`config.mk`:
```
export PLATFORM = sky130hd
export DESIGN_NAME = qrm_div_stage
export DESIGN_NICKNAME = d
export VERILOG_FILES = /design/src/hw/rtl/qrm_pkg.sv /design/src/hw/rtl/qrm_div_stage.sv
export SDC_FILE = /design/constraint.sdc
export NUM_CORES = 1
export LEC_CHECK = 0
export ABC_AREA = 1
export BUFFER_PORTS_ARGS = -buffer_cell sky130_fd_sc_hd__buf_2
export CORE_AREA = 2 2 504 506
export CTS_CLUSTER_DIAMETER = 80
export DETAILED_ROUTE_END_ITERATION = 10
export DIE_AREA = 0 0 506 508
export GPL_TIMING_DRIVEN = 0
export HOLD_SLACK_MARGIN = 0.02
export PLACE_DENSITY_LB_ADDON = 0.05
export SLEW_MARGIN = 10
export SYNTH_ARGS = -nofsm -noshare
export SYNTH_HDL_FRONTEND = slang
export SYNTH_SLANG_ARGS = --single-unit
export TNS_END_PERCENT = 20
```
`constraint.sdc`:
```
create_clock -name i_clk -period 5.05 [get_ports i_clk]
set_input_delay 1.2625 -clock i_clk [delete_from_list [all_inputs] [get_ports i_clk]]
set_output_delay 1.2625 -clock i_clk [all_outputs]
set_load 0.1 [all_outputs]
```
`src/hw/rtl/qrm_pkg.sv`:
```
`timescale 1ns / 1ps
// ----------------------------------------------------------------------------
// qrm_pkg
// Shared types and constants for the quaternion to rotation matrix pipeline.
// ----------------------------------------------------------------------------
package qrm_pkg;

    localparam int QW        = 16;   // input component width, Q2.14
    localparam int OW        = 18;   // output entry width, Q1.16
    localparam int NW        = 33;   // squared norm width
    localparam int DVW       = 34;   // divisor 2n width
    localparam int REMW      = 50;   // dividend / remainder width
    localparam int QUOW      = 17;   // quotient width
    localparam int NLANE     = 9;
    localparam logic [QUOW-1:0] Q16_ONE = 17'd65536;

    typedef struct packed {
        logic [REMW-1:0] rem;
        logic [QUOW-1:0] quo;
        logic            neg;
    } t_lane;

    typedef struct packed {
        logic                 valid;
        logic                 zero;
        logic [DVW-1:0]       dvs;
        t_lane [NLANE-1:0]    lane;
    } t_div;

endpackage

```
`src/hw/rtl/qrm_div_stage.sv`:
```
`timescale 1ns / 1ps
// ----------------------------------------------------------------------------
// qrm_div_stage
// One restoring division step for all nine lanes: settles one quotient bit.
// ----------------------------------------------------------------------------
module qrm_div_stage
    import qrm_pkg::*;
#(
    parameter int BIT = 16
)
(
    input  logic i_clk,
    input  logic i_rst_n,
    input  logic i_en,
    input  t_div i_div,
    output t_div o_div
);

    t_div            r_div;
    t_div            n_div;
    logic [REMW-1:0] sh;

    always_comb begin
        n_div = i_div;
        sh    = REMW'(i_div.dvs) << BIT;
        for (int k = 0; k < NLANE; k++) begin
            if (i_div.lane[k].rem >= sh) begin
                n_div.lane[k].rem      = i_div.lane[k].rem - sh;
                n_div.lane[k].quo[BIT] = 1'b1;
            end
        end
    end

    always_ff @(posedge i_clk) begin
        if (!i_rst_n) begin
            r_div.valid <= 1'b0;
        end else if (i_en) begin
            r_div.valid <= n_div.valid;
        end
    end

    always_ff @(posedge i_clk) begin
        if (i_en) begin
            r_div.zero <= n_div.zero;
            r_div.dvs  <= n_div.dvs;
            r_div.lane <= n_div.lane;
        end
    end

    assign o_div = r_div;

endmodule
```
# Yosys cells after proc, flatten, opt, wreduce, memory -nomap -nowiden
# Index checks and enable logic that the tools add are counted.
totals:
  word_cells: 66
  regBits: 648
  output_inout_bits: 648
  inputBits: 651
classes:
  n_addsub: 9
  mux: 9
  n_lt_le_gt_ge: 9
op_table:
  columns: ["operator", "n"]
  rows:
  - ["$mux 51", 9]
  - ["$ge 50x50->1", 9]
  - ["$sub 50x50->50", 9]

# Depth between registers and ports, before layout
# Gate-level depths: netlist of run 1.
depth:
  word_depth: 2
  mapped_depth: 16
  ltp_nobuf: 15

# Worst setup path after synthesis of run 1
# No wires, ideal clock.
synth_timing:
  path_kind: "input to register"
  start: "input port i_div[613] in the netlist's numbering"
  end: "register r_div, in the netlist o_div[357], data pin"
  arrival_time_ns: 2.971
  path_stages: 11
  setup_time_ns: 0.262
  t_required_ns: 4.788
  n_path_buf: 0
  setup_slack_ns: 1.817
  path_cell_list: "inv_1 > ha_1 > nand2_1 > nor2_1 > nand2_1 > nor2_1 > nand2_1 > nand2_1 > nor2_1 > nand2_4 > or2_2"
synth_between:
  elab_chain_len: 1
synth_rtl:
  columns: ["element", "line", "rtl"]
  rows:
  - ["start: declaration", "qrm_div_stage.sv:15", "input t_div i_div,"]
  - ["$ge 50x50->1", "qrm_div_stage.sv:27", "if (i_div.lane[k].rem >= sh) begin"]
  - ["end: declaration", "qrm_div_stage.sv:19", "t_div r_div;"]
# Every way passes these cells.
# A chain may end at the register's enable or synchronous reset.

==> metrics.md, run 1 <==
| Metric | Value |
|---|---|
| Status | `finished clean` |
| Critical path endpoint category | `register` |
| Hold_buf cts | `0` |
| Crit share post-route | `81.9%` |
| Number of nets in the layout | `8720` |
| Fmax | `242 MHz` |
| Number of global-route vias before repair | `around 47000` |
| Hold Slack | `0.539 ns` |
| Synth Flop Type | `edfxtp_1` |
| Total grt overflow | `0` |
| Yosys top cell area share | `roughly two fifths` |
| HP Class | `reg2reg` |
| Pin count of the biggest net entering global routing | `100` |
| Synth warn | `0` |
| Post-synth top area cell | `edfxtp_1` |
| Wirelength per Cell | `24.2 um` |
| Register bit total from synthesis | `648` |
| Number of max-cap violations | `0` |
| Final Setup Violations | `0` |
| Dpl hpwl | `230 mm` |
| Die W | `506 um` |
| Clk_lat worst skew | `0.71 ns` |
| Full die area | `around 260000 um^2` |
| CTS HTree Levels | `3` |
| Synth-to-Final Area Change | `32.2%` |
| Cells after synthesis | `6316` |
| Routed Antenna Nets | `0` |
| Critical Path RT | `5.53 ns` |
| Initial Utilization | `18.4%` |
| WP data arrival | `4.61 ns` |
| Max FO, Critical Path | `10` |
| Relative slew slack | `about a quarter` |
| Lkg Pwr | `just over 30 nW` |
| Placed Cells incl. Taps | `11000` |
| Postcts setup bufs | `0` |
| Post-Syn Nets | `roughly 7300` |
| Final non-filler cell total | `roughly 11000` |
| Post-CTS sizing | `0` |
| FFs w/ async S/R, synth | `0%` |
| Synth top area cells | `edfxtp_1, nand2_1, ha_1, inv_1, nor2_1` |
| Pre-CTS setup slack | `approximately 0.018 ns` |
| Tot GR Track Use | `20.4%` |
| RSZ-0062 raised after global routing | `no` |
| Worst IR Drop VDD | `0.000275 V` |
| Count of cell types in the netlist | `37` |
| Clock Path Buffers | `3` |
| Vias per Instance | `just over 4` |
| Global-route wire length before repair | `roughly 370 mm` |
| Drc violations | `0` |
| Clock sink total | `648` |
| Count of flip-flops with a built-in enable after synthesis | `647` |
| Commonest cells after routing, fill and taps aside | `nand2_1, buf_2, inv_1` |
| Mean Syn Cell Area | `7.34 um^2` |
| Worst setup path class | `in2reg` |
| Clock root buffer | `clkbuf_16` |
| Gpl congestion | `about 0.87` |
| Fin crit period | `4.14 ns` |
| Slew @ Worst Pin | `1.11 ns` |
| Share of layout cells above drive strength 1 | `approximately a fifth` |
| Starting DRT DRC Count | `2743` |
| Setup WS post-layout | `~0.91 ns` |
| Max FFs per register | `648` |
| Initial antenna violation count | `127` |
| Commonest non-fill, non-tap cell in the layout | `nand2_1` |
| Synthesized area | `roughly 46000 um^2` |
| CP Launch Type | `input pin` |
| Clock Pin Slew Worst Setup and Hold Paths | `about 0.05 ns` |
| Core area | `252000 um^2` |
| Register area share after synthesis | `41.9%` |
| Pwr dens | `385 nW/um^2` |
| Rows | `around 190` |
| CTS tree | `built` |
| I/O Buffers | `1298` |
| Final Hold Fails | `0` |
| Cts bufs inserted | `101` |
| Final WL | `roughly 270 mm` |
| Total power | `23.6 mW` |
| Drt pass-1 iters | `5` |
| Die Span Y | `508 um` |
| Ports | `roughly 1300` |
| Max-slew violations | `0` |
| Clock skew | `0 ns` |
| Total vias in the final route | `between 40000 and 50000` |
area by class of cell:
class / instances / area, um^2
timing repair buffer: 1335 / 7340
buffer: 54 / 531
antenna: 28 / 70.1
fill: 28600 / 191000
sequential: 648 / 19400
clock inverter: 64 / 712
clock buffer: 119 / 2590
inverter: 949 / 3590
multi-input combinational: 4665 / 22800
tap: 3366 / 4210
per-stage QoR:
step	area, um^2	TNS (ns)	utilization [%]
finish	61300	0	24.3
global route	61300	0	24.3
CTS	61200	0	24.3
detailed placement	57900	0	23.0
global placement	57100	-6098.05	22.6
floorplan	46400	0	-
Yosys cell counts (5+ instances only):
cell         n
a21oi_1    264
buf_4       19
buf_6       34
edfxtp_1   647
fa_1         9
ha_1       306
inv_1      923
inv_2       18
inv_4        7
nand2_1   2592
nand2_2     18
nand2_4      8
nand3_1    360
nand3_2      5
nand3b_1    45
nand4_1     58
nor2_1     569
nor2_2      24
nor3_1      54
nor4_1      10
o211ai_1     5
o21ai_0    143
o21bai_1     7
or2_2       20
xnor2_1     19
xor2_1     133
cell families after synthesis:
group           count (synthesis)  synth area share [%]
compound gates                427                  4.70
xor+xnor                      152                  2.87
fa+ha+maj                     315                  8.64
buf+inv                      1003                  8.87
flops                         648                  41.9
simple gates                 3771                  33.0
power by group:
| part | switching (mW) | leakage, nW | internal (mW) | total, mW |
|---|---|---|---|---|
| sequential | 0.165 | 6.33 | 6.67 | 6.83 |
| clock | 3.01 | 1.60 | 4.14 | 7.15 |
| combinational | 7.83 | 23.1 | 1.80 | 9.63 |
worst max-delay path, stage by stage:
cell	delay, ns
buf_2	0.80
ha_1	0.45
inv_1	0.14
fa_1	0.44
nand3_1	0.11
nand3_1	0.26
nand2_1	0.20
nand3_1	0.11
nand2_1	0.11
nand2_4	0.16
buf_4	0.25
nand3_1	0.14
nand2_1	0.10
layer usage:
layer	vias up	track usage, %	wire (um)
met3	318	4.53	16400
met4	54	5.03	6240
met2	1333	38.0	141000
met1	21600	23.3	108000
li1	23100	-	-
met5	-	0	359
worst paths after layout:
path	start	end	slack, ns	cells past startpoint
worst max-delay path	i_div[612]	o_div[60]	0.91	13
worst min-delay path	o_div[647]	o_div[647]	0.54	2
worst max register to register	o_div[647]	o_div[647]	4.42	2
worst min register to register	o_div[647]	o_div[647]	0.54	2
(Power assumes the default switching activity.)
==> run 2, diff against run 1 <==
CORE_AREA = 2 2 502 504   (was 2 2 504 506)
DIE_AREA = 0 0 504 506   (was 0 0 506 508)
clock period = 4.11 ns   (was 5.05 ns; I/O delays follow)
==> run 2 against run 1 <==
  * Clock power grew 19%
  * Die area shrank 0.79%
  * Sequential cell count is the same
  * Sequential share of layout area is essentially flat
  * Total power grew 22%
  * Via count shrank 0.11%
  * Critical endpoint is now o_div[396]
  * Largest power group unchanged
==> metrics.md, run 2 (same netlist as run 1, synthesis figures left out) <==
| Metric | Value |
|---|---|
| Routed Antenna Nets | `0` |
| Hold Slack | `0.422 ns` |
| R2r setup slk | `about 3.5 ns` |
| Final WL | `~270 mm` |
| RSZ-0062 raised after global routing | `no` |
| Hold_sp | `i_div[9]` |
| CP max stage delay | `approximately 0.83 ns` |
| Clock Path Buffers | `3` |
| Max FFs per register | `648` |
| Placed cell areas | `58000 um^2` |
| Placed Cells incl. Taps | `11000` |
| Initial antenna violation count | `116` |
| Worst IR Drop VDD | `0.000322 V` |
| Die Span Y | `between 500 and 600 um` |
| CP Launch Type | `input pin` |
| Ports | `1299` |
| I/O Buffers | `1298` |
| Postcts setup bufs | `0` |
| Relative slew slack | `a little under a quarter` |
| Pwr dens | `469 nW/um^2` |
| Worst Reg-to-Reg Cells | `2` |
| Fill count | `28300` |
| Clock root buffer | `clkbuf_16` |
| Pin count of the biggest net entering global routing | `slightly below 100` |
| Fmax | `253 MHz` |
| Post-CTS sizing | `0` |
| Final Setup Violations | `0` |
| Clock skew | `0 ns` |
| RR Endpoint | `o_div[647]` |
| Drt pass-1 iters | `6` |
| Number of max-cap violations | `0` |
| Critical path endpoint category | `register` |
| Full die area | `about 260000 um^2` |
| Critical-path top delay cell | `buf_2` |
| CTS tree | `built` |
| Status | `finished clean` |
| Number of global-route vias before repair | `46300` |
| HP Class | `in2reg` |
| Vias per Instance | `~4.1` |
| Max-slew violations | `0` |
| Hold path cells | `1` |
| Top Family by Delay on Critical Path | `simple AND/OR/NAND/NOR gates` |
| Max FO, Critical Path | `10` |
| Post-route cell area | `61300 um^2` |
| Slew @ Worst Pin | `1.16 ns` |
| Commonest non-fill, non-tap cell in the layout | `nand2_1` |
| Commonest cells after routing, fill and taps aside | `nand2_1, buf_2, inv_1` |
| Number of nets in the layout | `8722` |
| Tot GR Track Use | `20.6%` |
| Hold Path Sink | `o_div[9]` |
| Buf/Inv on CP | `3` |
| Clk_lat worst skew | `0.75 ns` |
| Fin crit period | `3.96 ns` |
| Total vias in the final route | `about 46000` |
| Starting DRT DRC Count | `2966` |
| Gpl congestion | `0.881` |
| Clock sink total | `648` |
| Total grt overflow | `0` |
| WP data arrival | `around 4.4 ns` |
| Worst setup path class | `in2reg` |
| Cells along the critical path | `buf_2, ha_1, inv_1, fa_1, nand3_1, nand3_1, nand2_1, nand3_2, nand2_1, nand2_4, buf_6, nand3_1, nand2_1` |
| Core area | `250000 um^2` |
| Lkg Pwr | `31.0 nW` |
| Initial Utilization | `between 10% and 20%` |
| Rows | `184` |
| Drc violations | `0` |
| Crit share post-route | `96.3%` |
| Clock Pin Slew Worst Setup and Hold Paths | `about 0.06 ns` |
| Hold_buf cts | `0` |
| Global-route wire length before repair | `368 mm` |
| Die W | `a little over 500 um` |
| Final Hold Fails | `0` |
| Synth-to-Final Area Change | `32.1%` |
| Reg2Reg Launch Point | `o_div[647]` |
| Wirelength per Cell | `approximately 24 um` |
| Critical Path RT | `4.56 ns` |
| Final non-filler cell total | `11200` |
| CTS HTree Levels | `3` |
| Cts bufs inserted | `101` |
| Share of layout cells above drive strength 1 | `a little over a fifth` |
| Dpl hpwl | `231 mm` |
-- run 2: final cells by class --
cell class	instances	area, um^2	share of cell area [%]
inverters	949	3590	5.85
clock inverters	71	647	1.06
multi-input cells	4665	22800	37.2
repair buffers	1337	7420	12.1
plain buffers	54	531	0.866
clock buffers	112	2570	4.19
flip-flops and latches	648	19400	31.7
diodes	25	62.6	0.102
well taps	3348	4190	6.84
-- run 2: worst register-to-register path: cells and delay by family, from the launching register on --
family	cells	cell delay (ns)
flops	1	0.31
compound gates	2	0.23
-- run 2: metal layers --
metal	up-vias	global-route usage [%]	wire length, um	part of all wire, %
met5	-	0	370	0.14
met4	56	4.19	6510	2.4
met3	336	4.65	16200	6.0
met2	1392	39.0	142000	52
met1	21500	23.4	107000	39
li1	23100	-	-	-
-- run 2: worst max-delay path by stage --
stage / depth (start not counted) / from / endpoint / slack (ns)
floorplan: 11 / i_div[613] / o_div[357] / 1.11
global placement: 1 / i_en / o_div[272] / -10.14
detailed placement: 13 / i_div[612] / o_div[396] / -0.64
CTS: 13 / i_div[612] / o_div[396] / 0.15
global route: 13 / i_div[612] / o_div[396] / 0.11
finish: 13 / i_div[612] / o_div[396] / 0.15
-- run 2: power breakdown --
part | internal (mW) | switching [mW] | total [mW]
clock network | 4.78 | 3.72 | 8.50
logic | 2.22 | 9.62 | 11.8
registers | 8.19 | 0.211 | 8.40
-- run 2: through the flow --
step / util [%] / setup WS, ns / setup TNS, ns / power [mW]
after global placement: 22.8 / -10.14 / -6781.62 / 20.6
after global routing: 24.5 / 0.113 / 0 / 30.1
final: 24.5 / 0.151 / 0 / 28.7
after floorplan: - / 1.11 / 0 / 17.0
after CTS: 24.5 / 0.152 / 0 / 29.3
after detailed placement: 23.2 / -0.639 / -106.33 / 20.5
